$ cat src/hdl/assert_macros.svh
// Assertion macros shared by the RTL of the bind-variable filter.
`ifndef ASSERT_MACROS_SVH
`define ASSERT_MACROS_SVH

`ifndef SYNTHESIS
// Clocked assertion that is switched off while reset is asserted.
`define ASSERT_AT(label, clk, rst_n, prop) \
  label: assert property (@(posedge clk) disable iff (!rst_n) prop) \
    else $error("assertion failed");
// Clocked assertion that is also checked during reset.
`define ASSERT_NORST(label, clk, prop) \
  label: assert property (@(posedge clk) prop) \
    else $error("assertion failed");
`else
`define ASSERT_AT(label, clk, rst_n, prop)
`define ASSERT_NORST(label, clk, prop)
`endif

`endif

$ cat src/hdl/sbvf_pkg.sv
// Types, character constants and helper functions of the bind-variable filter.
`default_nettype none

package sbvf_pkg;

  // Configuration port address width and register index decode.
  localparam int unsigned CFG_ADDR_W     = 3;
  localparam logic        REG_STRIP_MODE = 1'b0;

  // Characters the scanner recognizes.
  localparam logic [7:0] CH_COLON  = 8'h3A;
  localparam logic [7:0] CH_LT     = 8'h3C;
  localparam logic [7:0] CH_GT     = 8'h3E;
  localparam logic [7:0] CH_SQUOTE = 8'h27;
  localparam logic [7:0] CH_DQUOTE = 8'h22;
  localparam logic [7:0] CH_SPACE  = 8'h20;

  // Scanner states.
  typedef enum logic [2:0] {
    ST_PLAIN  = 3'd0,
    ST_QUOTED = 3'd1,
    ST_NAME   = 3'd2,
    ST_SPEC   = 3'd3,
    ST_COLON  = 3'd4
  } scan_t;

  // One input transaction held in the input register.
  typedef struct packed {
    logic [7:0] text_byte;
    logic       end_of_text;
  } item_t;

  // The burst of up to three result bytes caused by one input byte.
  typedef struct packed {
    logic [2:0][7:0] bytes;
    logic [1:0]      cnt;
    logic            no_byte;
    logic            eot;
  } burst_t;

  // Append one byte to a burst; a full burst is left unchanged.
  function automatic burst_t push(burst_t bi, logic [7:0] b);
    burst_t r;
    r = bi;
    if (r.cnt != 2'd3) begin
      r.bytes[r.cnt] = b;
      r.cnt          = r.cnt + 2'd1;
    end
    return r;
  endfunction

  // ASCII letters and digits continue a bind name.
  function automatic logic is_name_char(logic [7:0] b);
    return ((b >= 8'h41) && (b <= 8'h5A)) ||
           ((b >= 8'h61) && (b <= 8'h7A)) ||
           ((b >= 8'h30) && (b <= 8'h39));
  endfunction

endpackage

`default_nettype wire

$ cat src/hdl/sbvf_in_if.sv
// Input stream interface: one SQL text byte per transaction.
`default_nettype none

interface sbvf_in_if;
  logic       valid;
  logic       ready;
  logic [7:0] text_byte;
  logic       end_of_text;

  modport source (output valid, text_byte, end_of_text, input ready);
  modport sink   (input valid, text_byte, end_of_text, output ready);
endinterface

`default_nettype wire

$ cat src/hdl/sbvf_out_if.sv
// Result stream interface: one filtered byte or end marker per transaction.
`default_nettype none

interface sbvf_out_if;
  logic       valid;
  logic       ready;
  logic [7:0] out_byte;
  logic       no_byte;
  logic       final_result;

  modport source (output valid, out_byte, no_byte, final_result, input ready);
  modport sink   (input valid, out_byte, no_byte, final_result, output ready);
endinterface

`default_nettype wire

$ cat src/hdl/sbvf_scanner.sv
// Scanner state and the combinational step that turns one byte into a burst.
`default_nettype none

module sbvf_scanner (
  input  wire logic            clk,
  input  wire logic            rst_n,
  input  wire logic            adv,
  input  wire sbvf_pkg::item_t item,
  input  wire logic            strip_mode,
  output sbvf_pkg::burst_t     burst
);
  import sbvf_pkg::*;

  scan_t  state_r, state_nxt;
  logic   qdbl_r, qdbl_nxt;
  logic   do_name, do_plain;
  logic   [7:0] b;
  burst_t bst;

  assign b = item.text_byte;

  // Next state and emitted bytes for the byte in the input register.
  always_comb begin
    state_nxt = state_r;
    qdbl_nxt  = qdbl_r;
    do_name   = 1'b0;
    do_plain  = 1'b0;
    bst       = '0;

    unique case (state_r)
      ST_QUOTED: begin
        bst = push(bst, b);
        if (b == (qdbl_r ? CH_DQUOTE : CH_SQUOTE)) state_nxt = ST_PLAIN;
      end
      ST_COLON: begin
        if (b == CH_COLON) begin
          bst       = push(bst, CH_COLON);
          bst       = push(bst, CH_COLON);
          state_nxt = ST_PLAIN;
        end else begin
          bst     = push(bst, CH_SQUOTE);
          bst     = push(bst, CH_SQUOTE);
          do_name = 1'b1;
        end
      end
      ST_NAME: begin
        do_name = 1'b1;
      end
      ST_SPEC: begin
        if (!strip_mode) bst = push(bst, CH_SPACE);
        if (b == CH_GT) state_nxt = ST_PLAIN;
      end
      default: begin
        do_plain = 1'b1;
      end
    endcase

    // Inside a name: continue it, open a specifier, or fall back to plain text.
    if (do_name) begin
      if (is_name_char(b)) begin
        if (!strip_mode) bst = push(bst, b);
        state_nxt = ST_NAME;
      end else if (b == CH_LT) begin
        if (!strip_mode) bst = push(bst, CH_SPACE);
        state_nxt = ST_SPEC;
      end else begin
        do_plain = 1'b1;
      end
    end

    // Plain text handling.
    if (do_plain) begin
      state_nxt = ST_PLAIN;
      if (b == CH_SQUOTE) begin
        bst       = push(bst, b);
        state_nxt = ST_QUOTED;
        qdbl_nxt  = 1'b0;
      end else if (b == CH_DQUOTE) begin
        bst       = push(bst, b);
        state_nxt = ST_QUOTED;
        qdbl_nxt  = 1'b1;
      end else if (b == CH_COLON) begin
        if (!strip_mode) begin
          bst       = push(bst, b);
          state_nxt = ST_NAME;
        end else begin
          state_nxt = ST_COLON;
        end
      end else begin
        bst = push(bst, b);
      end
    end

    // A colon still pending at the end of text becomes two quotes.
    if (item.end_of_text && (state_nxt == ST_COLON)) begin
      bst = push(bst, CH_SQUOTE);
      bst = push(bst, CH_SQUOTE);
    end

    // End of text: mark the last result and return to the reset state.
    if (item.end_of_text) begin
      if (bst.cnt == 2'd0) begin
        bst.no_byte = 1'b1;
        bst.cnt     = 2'd1;
      end
      bst.eot   = 1'b1;
      state_nxt = ST_PLAIN;
      qdbl_nxt  = 1'b0;
    end
  end

  assign burst = bst;

  // Scanner state advances when the byte moves on to the burst register.
  always_ff @(posedge clk) begin
    if (!rst_n) begin
      state_r <= ST_PLAIN;
      qdbl_r  <= 1'b0;
    end else if (adv) begin
      state_r <= state_nxt;
      qdbl_r  <= qdbl_nxt;
    end
  end

endmodule

`default_nettype wire

$ cat src/hdl/sql_bind_variable_filter.sv
// SQL bind-variable filter: one text byte in, zero to three filtered bytes out.
// Throughput: one byte per cycle while each byte yields at most one result
// and the receiver is ready; a byte that yields more results holds the burst
// register until the receiver has taken the last of them.
// Reset (synchronous, rst_n low) empties both registers, returns the scanner to
// plain text and clears strip_mode.
`default_nettype none
`include "assert_macros.svh"

module sql_bind_variable_filter (
  input  wire logic                          clk,
  input  wire logic                          rst_n,
  sbvf_in_if.sink                            in_chan,
  sbvf_out_if.source                         out_chan,
  input  wire logic                          psel,
  input  wire logic                          penable,
  input  wire logic                          pwrite,
  input  wire logic [sbvf_pkg::CFG_ADDR_W-1:0] paddr,
  input  wire logic [31:0]                   pwdata,
  output logic [31:0]                        prdata,
  output logic                               pready
);
  import sbvf_pkg::*;

  logic   strip_mode_r;
  logic   in_v_r;
  item_t  item_r;
  logic   burst_v_r;
  burst_t burst_r;
  logic   [1:0] idx_r;
  burst_t scan_burst;
  logic   move, last, out_fire, cfg_wr;

  // Configuration port: single register at index zero.
  assign pready = 1'b1;
  assign cfg_wr = psel && penable && pwrite;
  assign prdata = (paddr[2] == REG_STRIP_MODE) ? {31'd0, strip_mode_r} : 32'd0;

  always_ff @(posedge clk) begin
    if (!rst_n) begin
      strip_mode_r <= 1'b0;
    end else if (cfg_wr && (paddr[2] == REG_STRIP_MODE)) begin
      strip_mode_r <= pwdata[0];
    end
  end

  // Handshake control between input register and burst register.
  assign out_fire      = burst_v_r && out_chan.ready;
  assign last          = (idx_r == (burst_r.cnt - 2'd1));
  assign move          = in_v_r && (!burst_v_r || (out_fire && last));
  assign in_chan.ready = !in_v_r || move;

  // Input register.
  always_ff @(posedge clk) begin
    if (!rst_n) begin
      in_v_r <= 1'b0;
    end else if (in_chan.ready) begin
      in_v_r <= in_chan.valid;
    end
  end

  always_ff @(posedge clk) begin
    if (in_chan.valid && in_chan.ready) begin
      item_r.text_byte   <= in_chan.text_byte;
      item_r.end_of_text <= in_chan.end_of_text;
    end
  end

  sbvf_scanner u_scanner (
    .clk        (clk),
    .rst_n      (rst_n),
    .adv        (move),
    .item       (item_r),
    .strip_mode (strip_mode_r),
    .burst      (scan_burst)
  );

  // Burst register and the index of the result on offer.
  always_ff @(posedge clk) begin
    if (!rst_n) begin
      burst_v_r <= 1'b0;
      idx_r     <= 2'd0;
    end else if (move) begin
      burst_v_r <= (scan_burst.cnt != 2'd0);
      idx_r     <= 2'd0;
    end else if (out_fire) begin
      if (last) begin
        burst_v_r <= 1'b0;
        idx_r     <= 2'd0;
      end else begin
        idx_r <= idx_r + 2'd1;
      end
    end
  end

  always_ff @(posedge clk) begin
    if (move) begin
      burst_r <= scan_burst;
    end
  end

  // Result transaction.
  assign out_chan.valid        = burst_v_r;
  assign out_chan.out_byte     = burst_r.bytes[idx_r];
  assign out_chan.no_byte      = burst_r.no_byte;
  assign out_chan.final_result = burst_r.eot && last;

  // Checks on the burst sequencing.
  `ASSERT_AT(a_idx_in_burst, clk, rst_n, burst_v_r |-> (idx_r < burst_r.cnt))
  `ASSERT_AT(a_idx_step, clk, rst_n, (out_fire && !last) |=> (burst_v_r && (idx_r == ($past(idx_r) + 2'd1))))
  `ASSERT_AT(a_marker_alone, clk, rst_n, (burst_v_r && burst_r.no_byte) |-> (burst_r.eot && (burst_r.cnt == 2'd1)))
  `ASSERT_NORST(a_reset_empty, clk, !rst_n |=> (!burst_v_r && !in_v_r))

endmodule

`default_nettype wire

$ cat src/flat_wrapper.sv
// flat-port wrapper written by rule: the top's interface ports become plain ports
module sql_bind_variable_filter_flat import sbvf_pkg::*;
  (clk, rst_n, psel, penable, pwrite, paddr, pwdata, prdata, pready, in_chan_valid, in_chan_text_byte, in_chan_end_of_text, in_chan_ready, out_chan_valid, out_chan_out_byte, out_chan_no_byte, out_chan_final_result, out_chan_ready);
  sbvf_in_if in_chan_i ();
  sbvf_out_if out_chan_i ();
  input  wire logic clk;
  input  wire logic rst_n;
  input  wire logic psel;
  input  wire logic penable;
  input  wire logic pwrite;
  input  wire logic [sbvf_pkg::CFG_ADDR_W-1:0] paddr;
  input  wire logic [31:0] pwdata;
  output logic [31:0] prdata;
  output logic pready;
  input wire logic [$bits(in_chan_i.valid)-1:0] in_chan_valid;
  input wire logic [$bits(in_chan_i.text_byte)-1:0] in_chan_text_byte;
  input wire logic [$bits(in_chan_i.end_of_text)-1:0] in_chan_end_of_text;
  output wire logic [$bits(in_chan_i.ready)-1:0] in_chan_ready;
  output wire logic [$bits(out_chan_i.valid)-1:0] out_chan_valid;
  output wire logic [$bits(out_chan_i.out_byte)-1:0] out_chan_out_byte;
  output wire logic [$bits(out_chan_i.no_byte)-1:0] out_chan_no_byte;
  output wire logic [$bits(out_chan_i.final_result)-1:0] out_chan_final_result;
  input wire logic [$bits(out_chan_i.ready)-1:0] out_chan_ready;
  assign in_chan_i.valid = in_chan_valid;
  assign in_chan_i.text_byte = in_chan_text_byte;
  assign in_chan_i.end_of_text = in_chan_end_of_text;
  assign in_chan_ready = in_chan_i.ready;
  assign out_chan_valid = out_chan_i.valid;
  assign out_chan_out_byte = out_chan_i.out_byte;
  assign out_chan_no_byte = out_chan_i.no_byte;
  assign out_chan_final_result = out_chan_i.final_result;
  assign out_chan_i.ready = out_chan_ready;
  sql_bind_variable_filter u_core (.clk(clk), .rst_n(rst_n), .in_chan(in_chan_i), .out_chan(out_chan_i), .psel(psel), .penable(penable), .pwrite(pwrite), .paddr(paddr), .pwdata(pwdata), .prdata(prdata), .pready(pready));
endmodule
$ cat config.mk
export PLATFORM = sky130hd
export DESIGN_NAME = sql_bind_variable_filter_flat
export DESIGN_NICKNAME = d
export VERILOG_FILES = /design/src/hdl/sbvf_pkg.sv /design/src/hdl/sbvf_in_if.sv /design/src/hdl/sbvf_out_if.sv /design/src/hdl/sbvf_scanner.sv /design/src/hdl/sql_bind_variable_filter.sv /design/src/flat_wrapper.sv
export VERILOG_INCLUDE_DIRS = /design/src /design/src/hdl
export SDC_FILE = /design/constraint.sdc
export NUM_CORES = 1
export LEC_CHECK = 0
export BUFFER_PORTS_ARGS = -buffer_cell sky130_fd_sc_hd__buf_2
export CORE_MARGIN = 2
export CORE_UTILIZATION = 50
export DETAILED_ROUTE_END_ITERATION = 10
export HOLD_SLACK_MARGIN = 0.15
export PLACE_DENSITY = 0.8
export SKIP_LAST_GASP = 1
export SYNTH_ARGS = -nofsm -noshare
export SYNTH_HDL_FRONTEND = slang
export SYNTH_SLANG_ARGS = --single-unit
$ cat constraint.sdc
create_clock -name clk -period 4.3 [get_ports clk]
set_input_delay 0.215 -clock clk [delete_from_list [all_inputs] [get_ports clk]]
set_output_delay 0.215 -clock clk [all_outputs]
set_load 0.05 [all_outputs]
==> impl_metrics.toml <==
[run_status]
status = "finished, final reports clean"

[floorplan]
die_width_um = 77.08
placementRows = 26
die_area_mm2 = 0.005941
start_util_pct = 51.95
boundaryPins = 96
die_height_um = 77.08
core_area_mm2 = 0.005140

[synth]
synth.avg_cell_area_um2 = 9.926
syn_inst = 269
netlist_area_mm2 = 0.002670
synth_cell_types = 50
synth.area.top_cells = "edfxtp_1 (42%), buf_4 (9.0%), dfxtp_1 (6.7%), mux2i_1 (3.7%), nand2_1 (3.1%)"
synthArstFlopShare_pct = 0
synth_top_area_share_pct = 41.61
ys_seq_elements = 46
yosys.area_share.adder_pct = 0
synth_top_family_by_area = "simple AND/OR/NAND/NOR gates"
synth-simple-area-share_pct = 19.78
yosysSeqAreaShare_pct = 48.36
synth_compound_area_share_pct = 14.20
yosysTopAreaCell = "edfxtp_1"
synth_ff_type = "edfxtp_1"
synthMuxAreaShare_pct = 3.749
synth_edf_count = 37
synth_xor_xnor_area_share_pct = 0.6560
ys_warn_count = 0

[critical_path]
worst_ep_arrival_time_ns = 2.61
required_ns = 4.22
cp-end-kind = "register"
cp_max_fo = 28
crit_chain = "nand2b_1 > mux2i_1 > a21boi_1 > nand2b_1 > inv_1"
crit_type = "register to register"
cpMostUsedCell = "nand2b_1"
path_buf_inv = 1
critical_path.max_stage_delay_ns = 0.78
crit_path_start_kind = "register"
cpLargestDelayFamily = "buffers and inverters"
crit_slowest_cell = "inv_1"

[routing]
first_iter_violations = 135
wl_per_cell_um = 13.17
num_vias = 1954
vias_per_cell = 5.169
drt-pass1-iter-count = 4
wl_um = 4980
drc = 0
ant_nets = 0

[placement]
gp_congestion = 0.9372
pre_cts_ws_ns = 1.563
place_area_mm2 = 0.002745
io_buffers = 30
post-dp-hpwl_um = 3634

[clocking]
cts_resized = 0
cts_tree = "built"
cts-root-buf = "clkbuf_8"
clk_pin_slew_ns = 0.08
numCtsBuffers = 5
clk_latency_ns = 0.30
cts_hold_buf = 10
post_cts_buffers = 0
htreeDepth = 2
clk_path_buf_depth = 2
cts.sinks = 46

[worst_hold_path]
hold_class = "input port to register"

[layout]
fin_area_mm2 = 0.002927
multi_input_area_mm2 = 0.001152
nNetsFinal = 358
regArea_mm2 = 0.001291
areaGrowthSynthToFinish_pct = 9.606
layout_common_cells = "edfxtp_1 (37), conb_1 (34), buf_2 (30)"
fillers = 438
final_common_cell = "edfxtp_1"
n_antenna_cell = 0
utilization_pct = 56.94
drive_above_1_share_pct = 13.96

[global_route]
grt_usage_pct = 17.84
grt-ovfl-total = 0
antenna_found_initial = 0
grt_max_degree = 29
grt_pass1_vias = 1842
grt_pass1_wl_um = 8307

[job]
drv_cap = 0

[timing]
finalCritPeriodShare_pct = 62.54
hold_viol_final = 0
whs_ns = 0.1605
finalWorstSetupSlack_ns = 1.611
drv_slew = 0
tightest_slew_ns = 1.024
rsz0062_at_grt = "false"
post-route-min-period_ns = 2.689
finalSetupViolCount = 0
fmax_mhz = 371.9
fin_skew_ns = 0.006528
tns_ns = 0
slew_headroom_pct = 31.68

[power_and_ir_drop]
p_leak_nw = 1.202
vdd_drop_max_mv = 0.2078
power_density_mw_per_mm2 = 310.6
## metrics by stage
step | cells | power (W)
after floorplan | 301 | 0.0006635
after global placement | 360 | 0.0006612
after detailed placement | 360 | 0.0006641
after CTS | 378 | 0.0009158
after global routing | 378 | 0.0009521
final | 378 | 0.0009091
## tightest hold or removal path, cell delays in order
cell	delay (ns)
buf_2	0.08
a21oi_1	0.05
nor2_1	0.08
## Yosys cell counts, types with 9 or more instances
library cell and instances:
nand2_1 22, a21oi_1 16, nand2b_1 9, buf_4 32
edfxtp_1 37, inv_1 13, nor2_1 14, mux2i_1 10
and2_1 11, nor2b_1 9, o21ai_0 14, dfxtp_1 9
## path summary, 6_finish.rpt
kind / cells after the start / to / start / slack, ns
worst min-delay path: 3 / u_core.strip_mode_r$_SDFFE_PN0P_ / pwdata[0] / 0.16
worst min register to register: 2 / u_core.u_scanner.qdbl_r$_SDFFE_PN0P_ / u_core.u_scanner.qdbl_r$_SDFFE_PN0P_ / 0.55
worst max-delay path: 5 / u_core.burst_r[16]$_DFFE_PP_ / u_core.idx_r[0]$_SDFFE_PP0P_ / 1.61
worst max register to register: 5 / u_core.burst_r[16]$_DFFE_PP_ / u_core.idx_r[0]$_SDFFE_PP0P_ / 1.61
## report_power, final
| part | internal, W | total (W) | switching, W |
|---|---|---|---|
| combinational | 0.0000321 | 0.000145 | 0.000113 |
| sequential | 0.000500 | 0.000516 | 0.0000159 |
| clock | 0.000112 | 0.000248 | 0.000137 |
| total | 0.000644 | 0.000909 | 0.000265 |
## state kept, by name, indices dropped and copies added, names as in the netlist, 2 cells and up
name / count
u_core.burst_r: 27
u_core.idx_r: 2
u_core.item_r: 9
u_core.u_scanner.state_r: 3
## kinds of logic after synthesis
group	count (synthesis)
simple gates	95
compound gates	58
buf+inv	56
flops	46
mux	10
xor+xnor	2
other cells	2
## cell type report
type                    instances  share of cell area, %
inverters                      13                  1.667
flip-flops and latches         46                  44.12
multi-input cells             199                  39.38
well taps                      70                  2.993
repair buffers                 42                  9.064
clock buffers                   6                  2.480
clock inverters                 2                 0.2993
## routing by layer
layer / part of all wire, % / GRT usage (%) / vias up / wire, um
met5: 0 / 0 / - / 0
met4: 1.8 / 6.964 / 0 / 88
met3: 6.0 / 4.471 / 8 / 298
met2: 49 / 30.35 / 81 / 2437
met1: 43 / 21.77 / 902 / 2155
li1: - / - / 963 / -
Note: power is estimated with default switching activity, not from simulation.
